## config.mk

```make
export PLATFORM = sky130hd
export DESIGN_NAME = crt_signed_reconstruct_unit
export DESIGN_NICKNAME = d
export VERILOG_FILES = /design/src/crt_pkg.sv /design/src/crt_inv.sv /design/src/crt_signed_reconstruct_unit.sv
export SDC_FILE = /design/constraint.sdc
export NUM_CORES = 1
export LEC_CHECK = 0
export BUFFER_PORTS_ARGS = -buffer_cell sky130_fd_sc_hd__buf_2
export CAP_MARGIN = 15
export CORE_MARGIN = 2
export CORE_UTILIZATION = 40
export CTS_BUF_LIST = sky130_fd_sc_hd__clkbuf_2 sky130_fd_sc_hd__clkbuf_4 sky130_fd_sc_hd__clkbuf_8
export DETAILED_ROUTE_END_ITERATION = 6
export GPL_TIMING_DRIVEN = 0
export SLEW_MARGIN = 15
export SYNTH_ARGS = -nofsm -noshare
export SYNTH_HDL_FRONTEND = slang
export SYNTH_SLANG_ARGS = --single-unit
```

## constraint.sdc

```tcl
create_clock -name clk -period 8.25 [get_ports clk]
set_input_delay 0 -clock clk [delete_from_list [all_inputs] [get_ports clk]]
set_output_delay 0 -clock clk [all_outputs]
set_load 0.1 [all_outputs]
```

## src/crt_pkg.sv

```systemverilog
`timescale 1ns / 1ps

package crt_pkg;

	localparam int VALUE_WIDTH_DEF = 128;
	localparam int RES_W           = 8;
	localparam int MOD_W           = 8;
	localparam int INV_T_W         = MOD_W + 2;
	localparam int TDATA_IN_W      = RES_W + MOD_W;
	localparam int HALF_W          = 64;
	localparam int TDATA_OUT_W     = 2 * HALF_W;

	typedef logic [MOD_W-1:0] mod_t;

	typedef struct packed {
		logic start;
		mod_t a;
		mod_t m;
	} inv_req_t;

	typedef struct packed {
		logic done;
		mod_t inv;
	} inv_rsp_t;

	// (2*r + b) mod p, with r already below p
	function automatic mod_t mod_dbl_add(mod_t r, logic b, mod_t p);
		logic [MOD_W:0] t;
		t = {r, b};
		if (t >= {1'b0, p}) begin
			t = t - {1'b0, p};
		end
		return t[MOD_W-1:0];
	endfunction

	// (a + b) mod p, with a and b already below p
	function automatic mod_t mod_add(mod_t a, mod_t b, mod_t p);
		logic [MOD_W:0] s;
		s = {1'b0, a} + {1'b0, b};
		if (s >= {1'b0, p}) begin
			s = s - {1'b0, p};
		end
		return s[MOD_W-1:0];
	endfunction

endpackage

```

## src/crt_inv.sv

```systemverilog
`timescale 1ns / 1ps

module crt_inv (
	input  logic              clk,
	input  logic              arst_n,
	input  crt_pkg::inv_req_t req,
	output crt_pkg::inv_rsp_t rsp
);
	import crt_pkg::*;

	localparam int QW = 2 * MOD_W;
	localparam int KW = $clog2(MOD_W);

	logic                      busy_q;
	mod_t                      r_q;
	mod_t                      nr_q;
	mod_t                      m_q;
	logic signed [INV_T_W-1:0] t_q;
	logic signed [INV_T_W-1:0] nt_q;

	logic [KW-1:0]             k;
	logic [QW-1:0]             nr_sh;
	logic signed [QW-1:0]      nt_sh;
	mod_t                      r_sub;
	logic signed [INV_T_W-1:0] t_sub;
	logic signed [INV_T_W-1:0] t_fix;

	// largest shift of nr that still fits under r: one quotient bit per cycle, except on a swap
	always_comb begin
		k = '0;
		for (int i = 0; i < MOD_W; i++) begin
			if (({{MOD_W{1'b0}}, nr_q} << i) <= {{MOD_W{1'b0}}, r_q}) begin
				k = KW'(i);
			end
		end
	end

	assign nr_sh = {{MOD_W{1'b0}}, nr_q} << k;
	assign nt_sh = QW'(nt_q) <<< k;
	assign r_sub = r_q - nr_sh[MOD_W-1:0];
	assign t_sub = t_q - nt_sh[INV_T_W-1:0];
	assign t_fix = (t_q < 0) ? t_q + $signed({2'b00, m_q}) : t_q;

	always_comb begin
		rsp.done = busy_q && (nr_q == '0);
		rsp.inv  = (r_q == mod_t'(1)) ? t_fix[MOD_W-1:0] : '0;
	end

	always_ff @(posedge clk or negedge arst_n) begin
		if (!arst_n) begin
			busy_q <= 1'b0;
		end else if (req.start) begin
			busy_q <= 1'b1;
		end else if (rsp.done) begin
			busy_q <= 1'b0;
		end
	end

	always_ff @(posedge clk) begin
		if (req.start) begin
			r_q  <= req.m;
			nr_q <= req.a;
			m_q  <= req.m;
			t_q  <= '0;
			nt_q <= INV_T_W'(1);
		end else if (busy_q && (nr_q != '0)) begin
			if (r_q >= nr_q) begin
				r_q <= r_sub;
				t_q <= t_sub;
			end else begin
				r_q  <= nr_q;
				nr_q <= r_q;
				t_q  <= nt_q;
				nt_q <= t_q;
			end
		end
	end

endmodule

```

## src/crt_signed_reconstruct_unit.sv

```systemverilog
`timescale 1ns / 1ps

// Signed CRT reconstruction (Garner mixed radix) over a stream of residues.
// Input stream s_axis: one transaction per (residue, modulus) pair, tlast on
// the final pair of a number. Output stream m_axis: one transaction per
// number, the signed 128-bit value, sent after the pair marked tlast.
// Running value and product are VALUE_WIDTH bits and processed one bit per
// cycle through shift registers. Each pair is reduced, then the inverse is
// found by extended Euclid steps (a subtract or a swap each), then the digit
// and the multiply-accumulate follow; the last pair adds the symmetric fold.
// A zero modulus skips reduction, inverse and digit. The two bit passes over
// VALUE_WIDTH bits (residue reduction and the multiply-accumulate) take most
// of the time of a pair. The result enters the output register from the emit
// state once that register is free.
// s_axis_tready is high only while idle; a pair is processed fully first.
// The engine keeps taking pairs while the receiver stalls and only waits if
// a second result is ready before the first has been taken.
// Reset clears the running value to 0 and the product to 1, drops tvalid.
module crt_signed_reconstruct_unit #(
	parameter int VALUE_WIDTH = crt_pkg::VALUE_WIDTH_DEF
) (
	input  logic                            clk,
	input  logic                            arst_n,
	input  logic                            s_axis_tvalid,
	output logic                            s_axis_tready,
	input  logic [crt_pkg::TDATA_IN_W-1:0]  s_axis_tdata,  // residue, modulus
	input  logic                            s_axis_tlast,
	output logic                            m_axis_tvalid,
	input  logic                            m_axis_tready,
	output logic [crt_pkg::TDATA_OUT_W-1:0] m_axis_tdata   // value_low, value_high
);
	import crt_pkg::*;

	localparam int W     = VALUE_WIDTH;
	localparam int CNT_W = $clog2(W);

	typedef enum logic [2:0] {
		ST_IDLE,
		ST_REDUCE,
		ST_RESFIX,
		ST_INV,
		ST_STEP,
		ST_ACCUM,
		ST_FOLD,
		ST_EMIT
	} state_t;

	state_t                  state_q;
	logic [CNT_W-1:0]        cnt_q;
	logic [W-1:0]            val_q;
	logic [W-1:0]            prod_q;
	logic                    out_valid_q;
	logic [TDATA_OUT_W-1:0]  out_data_q;

	mod_t                    mod_q;
	mod_t                    mult_q;
	logic                    last_q;
	logic                    neg_q;
	logic [RES_W-1:0]        ra_sh_q;
	mod_t                    ra_q;
	mod_t                    rv_q;
	mod_t                    rp_q;
	mod_t                    delta_q;
	mod_t                    inv_sh_q;
	mod_t                    acc_q;
	mod_t                    step_q;
	logic [MOD_W:0]          c1_q;
	mod_t                    c2_q;
	logic                    vprev_q;
	logic                    gt_q;
	logic                    bor_q;

	logic                    in_fire;
	logic                    out_free;
	logic                    cnt_end;
	logic signed [RES_W-1:0] in_res;
	mod_t                    in_mod;
	logic [RES_W-1:0]        in_abs;
	mod_t                    red_v;
	mod_t                    red_p;
	mod_t                    red_a;
	mod_t                    rm;
	mod_t                    delta;
	mod_t                    acc2;
	mod_t                    acc3;
	logic [MOD_W+1:0]        x;
	logic [MOD_W:0]          y;
	logic                    gt_mid;
	logic                    gt_end;
	logic [1:0]              f;
	inv_req_t                inv_req;
	inv_rsp_t                inv_rsp;

	assign in_res        = s_axis_tdata[RES_W-1:0];
	assign in_mod        = s_axis_tdata[TDATA_IN_W-1:RES_W];
	assign in_abs        = in_res[RES_W-1] ? RES_W'(-in_res) : in_res;
	assign s_axis_tready = (state_q == ST_IDLE);
	assign in_fire       = s_axis_tvalid && s_axis_tready;
	assign out_free      = !out_valid_q || m_axis_tready;
	assign cnt_end       = (cnt_q == CNT_W'(W - 1));
	assign m_axis_tvalid = out_valid_q;
	assign m_axis_tdata  = out_data_q;

	// residue reduction, msb first
	assign red_v = mod_dbl_add(rv_q, val_q[W-1], mod_q);
	assign red_p = mod_dbl_add(rp_q, prod_q[W-1], mod_q);
	assign red_a = mod_dbl_add(ra_q, ra_sh_q[RES_W-1], mod_q);

	// signed residue mod p, then delta = (res - value) mod p
	assign rm    = (neg_q && (ra_q != '0)) ? mod_q - ra_q : ra_q;
	assign delta = (rm >= rv_q) ? rm - rv_q
		: MOD_W'({1'b0, rm} + {1'b0, mod_q} - {1'b0, rv_q});

	// step = delta * inv mod p, one bit of inv per cycle
	assign acc2 = mod_dbl_add(acc_q, 1'b0, mod_q);
	assign acc3 = mod_add(acc2, inv_sh_q[MOD_W-1] ? delta_q : '0, mod_q);

	// value += product * step and product *= p, lsb first
	assign x = (MOD_W+2)'(prod_q[0] ? step_q : '0) + (MOD_W+2)'(val_q[0])
		+ (MOD_W+2)'(c1_q);
	assign y = (MOD_W+1)'(prod_q[0] ? mult_q : '0) + (MOD_W+1)'(c2_q);

	// value > product/2: half bit i-1 is product bit i, top half bit is zero
	assign gt_mid = ((cnt_q != '0) && (vprev_q != y[0])) ? vprev_q : gt_q;
	assign gt_end = x[0] | gt_mid;

	// serial subtract of the product when the fold is taken
	assign f = {1'b0, val_q[0]} - {1'b0, gt_q & prod_q[0]} - {1'b0, bor_q};

	always_comb begin
		inv_req.start = (state_q == ST_RESFIX);
		inv_req.a     = rp_q;
		inv_req.m     = mod_q;
	end

	crt_inv u_inv (
		.clk    (clk),
		.arst_n (arst_n),
		.req    (inv_req),
		.rsp    (inv_rsp)
	);

	always_ff @(posedge clk or negedge arst_n) begin
		if (!arst_n) begin
			state_q     <= ST_IDLE;
			cnt_q       <= '0;
			val_q       <= '0;
			prod_q      <= W'(1);
			out_valid_q <= 1'b0;
		end else begin
			if ((state_q == ST_EMIT) && out_free) begin
				out_valid_q <= 1'b1;
			end else if (m_axis_tready) begin
				out_valid_q <= 1'b0;
			end
			case (state_q)
				ST_IDLE: begin
					cnt_q <= '0;
					if (in_fire) begin
						state_q <= (in_mod == '0) ? ST_ACCUM : ST_REDUCE;
					end
				end
				ST_REDUCE: begin
					val_q  <= {val_q[W-2:0], val_q[W-1]};
					prod_q <= {prod_q[W-2:0], prod_q[W-1]};
					cnt_q  <= cnt_q + 1'b1;
					if (cnt_end) begin
						state_q <= ST_RESFIX;
					end
				end
				ST_RESFIX: begin
					state_q <= ST_INV;
				end
				ST_INV: begin
					cnt_q <= '0;
					if (inv_rsp.done) begin
						state_q <= ST_STEP;
					end
				end
				ST_STEP: begin
					if (cnt_q == CNT_W'(MOD_W - 1)) begin
						cnt_q   <= '0;
						state_q <= ST_ACCUM;
					end else begin
						cnt_q <= cnt_q + 1'b1;
					end
				end
				ST_ACCUM: begin
					val_q  <= {x[0], val_q[W-1:1]};
					prod_q <= {y[0], prod_q[W-1:1]};
					if (cnt_end) begin
						cnt_q   <= '0;
						state_q <= last_q ? ST_FOLD : ST_IDLE;
					end else begin
						cnt_q <= cnt_q + 1'b1;
					end
				end
				ST_FOLD: begin
					val_q  <= {f[0], val_q[W-1:1]};
					prod_q <= {prod_q[0], prod_q[W-1:1]};
					cnt_q  <= cnt_q + 1'b1;
					if (cnt_end) begin
						state_q <= ST_EMIT;
					end
				end
				ST_EMIT: begin
					if (out_free) begin
						val_q   <= '0;
						prod_q  <= W'(1);
						state_q <= ST_IDLE;
					end
				end
				default: begin
					state_q <= ST_IDLE;
				end
			endcase
		end
	end

	always_ff @(posedge clk) begin
		if (in_fire) begin
			mod_q   <= in_mod;
			mult_q  <= (in_mod == '0) ? mod_t'(1) : in_mod;
			last_q  <= s_axis_tlast;
			neg_q   <= in_res[RES_W-1];
			ra_sh_q <= in_abs;
			ra_q    <= '0;
			rv_q    <= '0;
			rp_q    <= '0;
			step_q  <= '0;
			c1_q    <= '0;
			c2_q    <= '0;
			vprev_q <= 1'b0;
			gt_q    <= 1'b0;
		end
		case (state_q)
			ST_REDUCE: begin
				rv_q <= red_v;
				rp_q <= red_p;
				if (cnt_q < CNT_W'(RES_W)) begin
					ra_q    <= red_a;
					ra_sh_q <= {ra_sh_q[RES_W-2:0], 1'b0};
				end
			end
			ST_RESFIX: begin
				delta_q <= delta;
			end
			ST_INV: begin
				inv_sh_q <= inv_rsp.inv;
				acc_q    <= '0;
			end
			ST_STEP: begin
				acc_q    <= acc3;
				inv_sh_q <= {inv_sh_q[MOD_W-2:0], 1'b0};
				if (cnt_q == CNT_W'(MOD_W - 1)) begin
					step_q  <= acc3;
					c1_q    <= '0;
					c2_q    <= '0;
					vprev_q <= 1'b0;
					gt_q    <= 1'b0;
				end
			end
			ST_ACCUM: begin
				c1_q    <= x[MOD_W+1:1];
				c2_q    <= y[MOD_W:1];
				vprev_q <= x[0];
				gt_q    <= cnt_end ? gt_end : gt_mid;
				bor_q   <= 1'b0;
			end
			ST_FOLD: begin
				bor_q <= f[1];
			end
			ST_EMIT: begin
				if (out_free) begin
					out_data_q <= TDATA_OUT_W'($signed(val_q));
				end
			end
			default: begin
			end
		endcase
	end

	// residues of value and product are fully reduced before the inverse
	assert property (@(posedge clk) disable iff (!arst_n)
		state_q == ST_RESFIX |-> (rv_q < mod_q) && (rp_q < mod_q))
		else $error("residue not reduced below modulus");

	assert property (@(posedge clk) disable iff (!arst_n)
		inv_rsp.done && (mod_q != '0) |-> inv_rsp.inv < mod_q)
		else $error("inverse out of range");

	assert property (@(posedge clk) disable iff (!arst_n)
		state_q == ST_ACCUM && mod_q != '0 |-> step_q < mod_q)
		else $error("mixed radix digit out of range");

	assert property (@(posedge clk) disable iff (!arst_n)
		$rose(m_axis_tvalid) |-> $past(state_q == ST_EMIT))
		else $error("result raised outside of emit");

endmodule
```

==> results.yml, run 1 <==
critical_path:
  startpoint_type: "flop"
  cp-startpoint: "mod_q[1]"
  max_stage_delay_ps: 750
  worstPathArrival_ps: 7810
  crit_end: "acc_q[2]"
  worstReg2RegStart: "mod_q[1]"
  r2r-end: "acc_q[2]"
  reg2reg_slack_ps: 860
  rr_worst_depth: 27
  critical_path.endpoint_type: "flop"
  crit_top_cell: "nor2_1"
  cp_slowest_cell: "edfxtp_1"
  critPathKind: "reg -> reg"
  critPathMaxFanout: 10
  critical_path_required_ps: 8670
cts:
  cts.clk_slew.worst_paths_ps: 60
  cts_num_sinks: 542
  cts_buffers: 92
  h-tree-depth: 3
  cts_tree: "built"
  cts_setup_buffers: 0
  clk_latency_ps: 690
  cts_buffer_depth: 3
  cts-root-buf: "clkbuf_8"
yosys:
  synth_adder_area_share: 0.0830
  synth_top_family_by_area: "compound AO/OA/AOI/OAI gates"
  ys.flop_type: "dfrtp_1"
  synth_fp_nets: 2900
  syn_inst: 2710
  synth-compound-area-share: 0.200
  yosys_warnings: 0
  synth_xor_area_frac: 0.0262
  synth_edf_count: 211
  ys_types: 68
  mappedNetlistArea_sq_um: 27500
  ys_ff_latch: 542
  synth-async-reset-ratio: 0.494
  synthMuxAreaShare: 0.0221
  seq_area_frac_synth: 0.521
  synthSimpleGateAreaFrac: 0.110
  avgSynthCellArea_sq_um: 10.1
timing:
  setup_violations: 0
  relSlewSlack: 0.275
  min_period_ps: 7390
  finalHoldViolations: 0
  post-route-worst-setup-slack_ps: 858
  skew_ps: 28.7
  fmax_mhz: 135
  period_share: 0.896
  rsz0062_at_grt: "false"
  tns_ps: 0
  slew_viol_final: 0
  worstMarginPinSlew_ps: 1080
floorplan:
  core_area_sq_um: 68200
  initial_utilization: 0.402
  fp.dieArea_sq_um: 70700
  io_pins: 151
  die_h_microns: 266
  die_x_microns: 266
  rows: 96
grt:
  antenna_found_initial: 1
  grt_busiest_layer: "met2"
  grtUsageMet1: 0.256
  grtUsageTotal: 0.189
  use_met2: 0.308
  overflow: 0
  grt_pass1_wl_microns: 109000
  met3_usage: 0.0328
  grt_pass1_vias: 21100
  grt_max_degree: 105
drt:
  ant_nets: 0
  drt_iter0_drc: 1857
  drc: 0
  dr.pass1.iters: 6
  vias: 21600
  avgRoutedWirePerCell_microns: 17.1
  avgViaCountPerCell: 5.46
  routed_wl_microns: 67800
flow_run:
  maxCapViolCount: 0
outcome:
  status: "complete, no violations"
placement:
  port_buffers: 150
  dp_slack_ps: 1080
  dpl.hpwl_microns: 47500
  gp_congestion: 0.859
cells_and_area:
  syn_to_final_growth_pct: 16.1
  nets: 3180
  drive_gt1_frac: 0.115
min_path:
  hold_path_class: "in -> reg"
==> worst min path at each step <==
stage / start / endpoint / depth (start not counted)
after floorplan: arst_n / cnt_q[0] / 0
after global placement: s_axis_tlast / last_q / 1
after detailed placement: arst_n / val_q[65] / 1
after CTS: s_axis_tdata[10] / mod_q[2] / 2
after global routing: s_axis_tdata[10] / mod_q[2] / 2
final: s_axis_tdata[13] / mod_q[5] / 2
==> layout make-up <==
class | instances | area, sq um
diodes | 1 | 2.50
plain buffers | 164 | 632
clock buffers | 150 | 1850
clock inverters | 24 | 216
fillers | 6298 | 36400
inverters | 107 | 402
multi-input cells | 1897 | 12100
flip-flops and latches | 542 | 14300
well taps | 882 | 1100
repair buffers | 186 | 1220
==> cell usage after synthesis, drive strengths merged (29+ instances only) <==
cell type | n | share of area
and2 | 29 | 0.0066
nor2 | 364 | 0.050
ha | 147 | 0.067
inv | 106 | 0.014
a21o | 31 | 0.0085
edfxtp | 211 | 0.23
dfxtp | 63 | 0.046
nand2 | 165 | 0.023
mux2i | 47 | 0.017
dfrtp | 267 | 0.24
a22oi | 257 | 0.070
a21oi | 363 | 0.066
xnor2 | 55 | 0.018
o21ai | 130 | 0.024
clkbuf | 143 | 0.020
==> cell families after synthesis <==
group                    after synthesis
XOR/XNOR                              82
AO/OA/AOI/OAI                        890
multiplexers                          57
buffers and inverters                271
flip-flops                           542
adder cells (fa/ha/maj)              169
AND/OR/NAND/NOR                      699
==> state kept, by name, summed over array words and instances (netlist names), 9 cells and up <==
register      flops
c1_q              9
val_q           128
u_inv.t_q        10
m_axis_tdata    128
prod_q          128
u_inv.nt_q       10
==> cell usage in the layout, fill, tap and decap left out, drive strengths merged, types with 7 or more instances in the layout <==
| cell | n |
|---|---|
| clkbuf | 293 |
| dfxtp | 63 |
| mux2 | 9 |
| buf | 179 |
| a21boi | 15 |
| nand2b | 19 |
| o21ai | 130 |
| a22oi | 257 |
| and3 | 11 |
| and2 | 29 |
| xor2 | 27 |
| inv | 113 |
| o31ai | 8 |
| nor4 | 12 |
| o21a | 7 |
| nor2b | 24 |
| edfxtp | 211 |
| dlygate4sd3 | 28 |
| a21oi | 363 |
| dfrtp | 267 |
| nor3 | 16 |
| mux2i | 47 |
| nand3 | 25 |
| nand4 | 16 |
| o211ai | 7 |
| fa | 22 |
| clkinv | 16 |
| nand2 | 165 |
| nor2 | 364 |
| a21o | 31 |
| xnor2 | 55 |
| a211oi | 16 |
| o21bai | 19 |
| ha | 147 |
==> worst max-delay path: cells and delay by family, from the launching register on <==
family                   cells  cell delay (ps)
XOR/XNOR                     1              210
AND/OR/NAND/NOR              7              830
multiplexers                 1              380
flip-flops                   1              750
adder cells (fa/ha/maj)      4             1380
buffers and inverters        3             1010
AO/OA/AOI/OAI               11             2560
==> stage by stage <==
step,area (sq um),instances,hold slack (ps),util
after detailed placement,29500,3749,93.1,0.432
after floorplan,27500,2710,-296,-
after global routing,31900,3953,49.8,0.467
after global placement,29300,3742,180,0.430
final,31900,3953,72.0,0.467
after CTS,31900,3952,16.0,0.467
==> repair_timing <==
| action | 4_1_cts | 5_1_grt |
|---|---|---|
| hold buffers | 29 | 0 |
| hold endpoints to repair | 296 | 0 |
| resized for setup | 0 | 0 |
==> layer usage <==
| metal | wire [microns] | vias to the layer above | part of all wire |
|---|---|---|---|
| met1 | 31000 | 10500 | 0.46 |
| met4 | 1630 | 0 | 0.024 |
| met2 | 31900 | 607 | 0.47 |
| met3 | 3280 | 128 | 0.048 |
| met5 | 0 | - | 0 |
| li1 | - | 10400 | - |
Power of run 1 is not shown: default switching activity piles up to over one toggle a cycle in this logic, so the estimate is an artifact.
==> run 2, diff against run 1 <==
--- a/config.mk
+++ b/config.mk
@@ -6,11 +6,11 @@
 export NUM_CORES = 1
 export LEC_CHECK = 0
 export BUFFER_PORTS_ARGS = -buffer_cell sky130_fd_sc_hd__buf_2
-export CAP_MARGIN = 15
 export CORE_MARGIN = 2
 export CORE_UTILIZATION = 40
 export CTS_BUF_LIST = sky130_fd_sc_hd__clkbuf_2 sky130_fd_sc_hd__clkbuf_4 sky130_fd_sc_hd__clkbuf_8
 export DETAILED_ROUTE_END_ITERATION = 6
+export GPL_ROUTABILITY_DRIVEN = 0
 export GPL_TIMING_DRIVEN = 0
 export SLEW_MARGIN = 15
 export SYNTH_ARGS = -nofsm -noshare
==> constraint.sdc (replaced) <==
create_clock -name clk -period 8.25 [get_ports clk]
set_input_delay 2.0625 -clock clk [delete_from_list [all_inputs] [get_ports clk]]
set_output_delay 2.0625 -clock clk [all_outputs]
set_load 0.1 [all_outputs]
==> run 2 against run 1 <==
Against the previous run: flip-flop and latch count unchanged; routed wire length decreased by 1.2%; non-clock buffer count decreased by 28; critical endpoint is now acc_q[6].
==> results.yml, run 2 (same netlist as run 1, synthesis figures left out) <==
cells_and_area:
  utilization: 0.465
  drive_gt1_frac: 0.118
  fin_cells: 3932
  nets: 3155
  syn_to_final_growth_pct: 15.5
  final.fill_count: 6315
  layout_common_cells: "a21oi_1 (363), nor2_1 (363), dfrtp_1 (267), a22oi_1 (257), edfxtp_1 (211)"
timing:
  tns_ps: 0
  post-route-worst-setup-slack_ps: 934
  skew_ps: 35.3
  fmax_mhz: 137
  rsz0062_at_grt: "false"
  slew_viol_final: 0
  finalHoldViolations: 0
  relSlewSlack: 0.211
  worstMarginPinSlew_ps: 1170
  period_share: 0.887
  setup_violations: 0
  min_period_ps: 7320
drt:
  avgRoutedWirePerCell_microns: 17.0
  routed_wl_microns: 66900
  drt_iter0_drc: 1675
  avgViaCountPerCell: 5.50
  drc: 0
  ant_nets: 0
  dr.pass1.iters: 5
  vias: 21600
critical_path:
  startpoint_type: "flop"
  critical_path_required_ps: 8670
  rr_worst_depth: 26
  r2r-end: "acc_q[6]"
  critPathKind: "reg -> reg"
  worstPathArrival_ps: 7740
  critical_path.endpoint_type: "flop"
  cp-startpoint: "mod_q[1]"
  worstReg2RegStart: "mod_q[1]"
  critPathMaxFanout: 10
  reg2reg_slack_ps: 930
placement:
  dp_slack_ps: 1010
  dp_cells: 3750
  port_buffers: 150
  dpl.hpwl_microns: 47500
floorplan:
  die_x_microns: 266
  io_pins: 151
  die_h_microns: 266
  rows: 96
  fp.dieArea_sq_um: 70700
  core_area_sq_um: 68200
  initial_utilization: 0.402
outcome:
  status: "complete, no violations"
cts:
  cts_buffer_depth: 3
  cts_buffers: 95
  postCtsResizedCells: 0
  cts_setup_buffers: 0
  cts_num_sinks: 542
  cts-root-buf: "clkbuf_8"
  holdBufCountCts: 0
  clk_latency_ps: 720
  h-tree-depth: 3
  cts_tree: "built"
  cts.clk_slew.worst_paths_ps: 60
flow_run:
  maxCapViolCount: 0
min_path:
  holdCritStartpoint: "c1_q[8]"
  hold_path_class: "reg -> reg"
  hold_path_depth: 1
  hold_end: "c1_q[8]"
grt:
  overflow: 0
  grt_pass1_vias: 20800
  grt_max_degree: 108
  grt_pass1_wl_microns: 108000
  grtUsageTotal: 0.186
  antenna_found_initial: 1
run 2: changes by cell type in the layout (fill, tap and decap cells not counted), sizes merged:
cell / before / now
clkinvlp: 0 / 2
bufinv: 2 / 4
clkinv: 16 / 26
diode: 1 / 2
inv: 113 / 110
dlygate4sd3: 28 / 0
clkbuf: 293 / 288
run 2: how the worst max path moves through the flow:
| stage | end | slack (ps) | cells past startpoint |
|---|---|---|---|
| 2_1_floorplan | m_axis_tdata[0] | 180 | 2 |
| 3_5_place_dp | acc_q[2] | 1010 | 27 |
| 4_1_cts | acc_q[2] | 980 | 26 |
| 5_1_grt | acc_q[2] | 360 | 27 |
| 3_3_place_gp | m_axis_tdata[125] | -2430 | 3 |
| 6_report | acc_q[6] | 930 | 26 |
run 2: critical path: stages (launching register included):
cell and delay (ps):
edfxtp_1 740, inv_1 380, ha_1 400, nor2b_1 130, o21ai_0 230, a21boi_0 140
o21ai_0 250, a21boi_0 170, o21ai_0 230, a21boi_0 150, nor2_1 250, clkbuf_1 390
nor2_1 90, ha_1 250, fa_1 530, ha_1 330, nor2b_1 130, o21ai_0 110
a21boi_0 260, o21ai_0 140, a21boi_0 270, o21ai_0 150, a21boi_0 340, nand2b_1 160
clkbuf_1 380, mux2i_1 350, nor2_1 70
run 2: layout make-up:
| class | instances | area (sq um) | area share |
|---|---|---|---|
| timing repair buffer | 158 | 942 | 0.0297 |
| inverter | 107 | 402 | 0.0127 |
| clock inverter | 35 | 344 | 0.0109 |
| sequential | 542 | 14300 | 0.451 |
| multi-input combinational | 1897 | 12100 | 0.382 |
| clock buffer | 145 | 1850 | 0.0582 |
| buffer | 164 | 632 | 0.0199 |
| tap | 882 | 1100 | 0.0348 |
| antenna | 2 | 5.00 | 0.000158 |
run 2: through the flow:
| stage | instance area [sq um] | hold WS [ps] |
|---|---|---|
| final | 31700 | 456 |
| after global routing | 31700 | 462 |
| after CTS | 31700 | 455 |
| after detailed placement | 29500 | 448 |
| after global placement | 29300 | 442 |
| after floorplan | 27500 | 420 |
run 2: routing by layer:
layer  part of all wire  vias up  track usage
met5                  0        -            0
met4              0.023        0       0.0603
met3              0.053      122       0.0373
met1               0.45    10600        0.248
met2               0.47      557        0.302
li1                   -    10300            -
Power of run 2 is left out for the same reason.
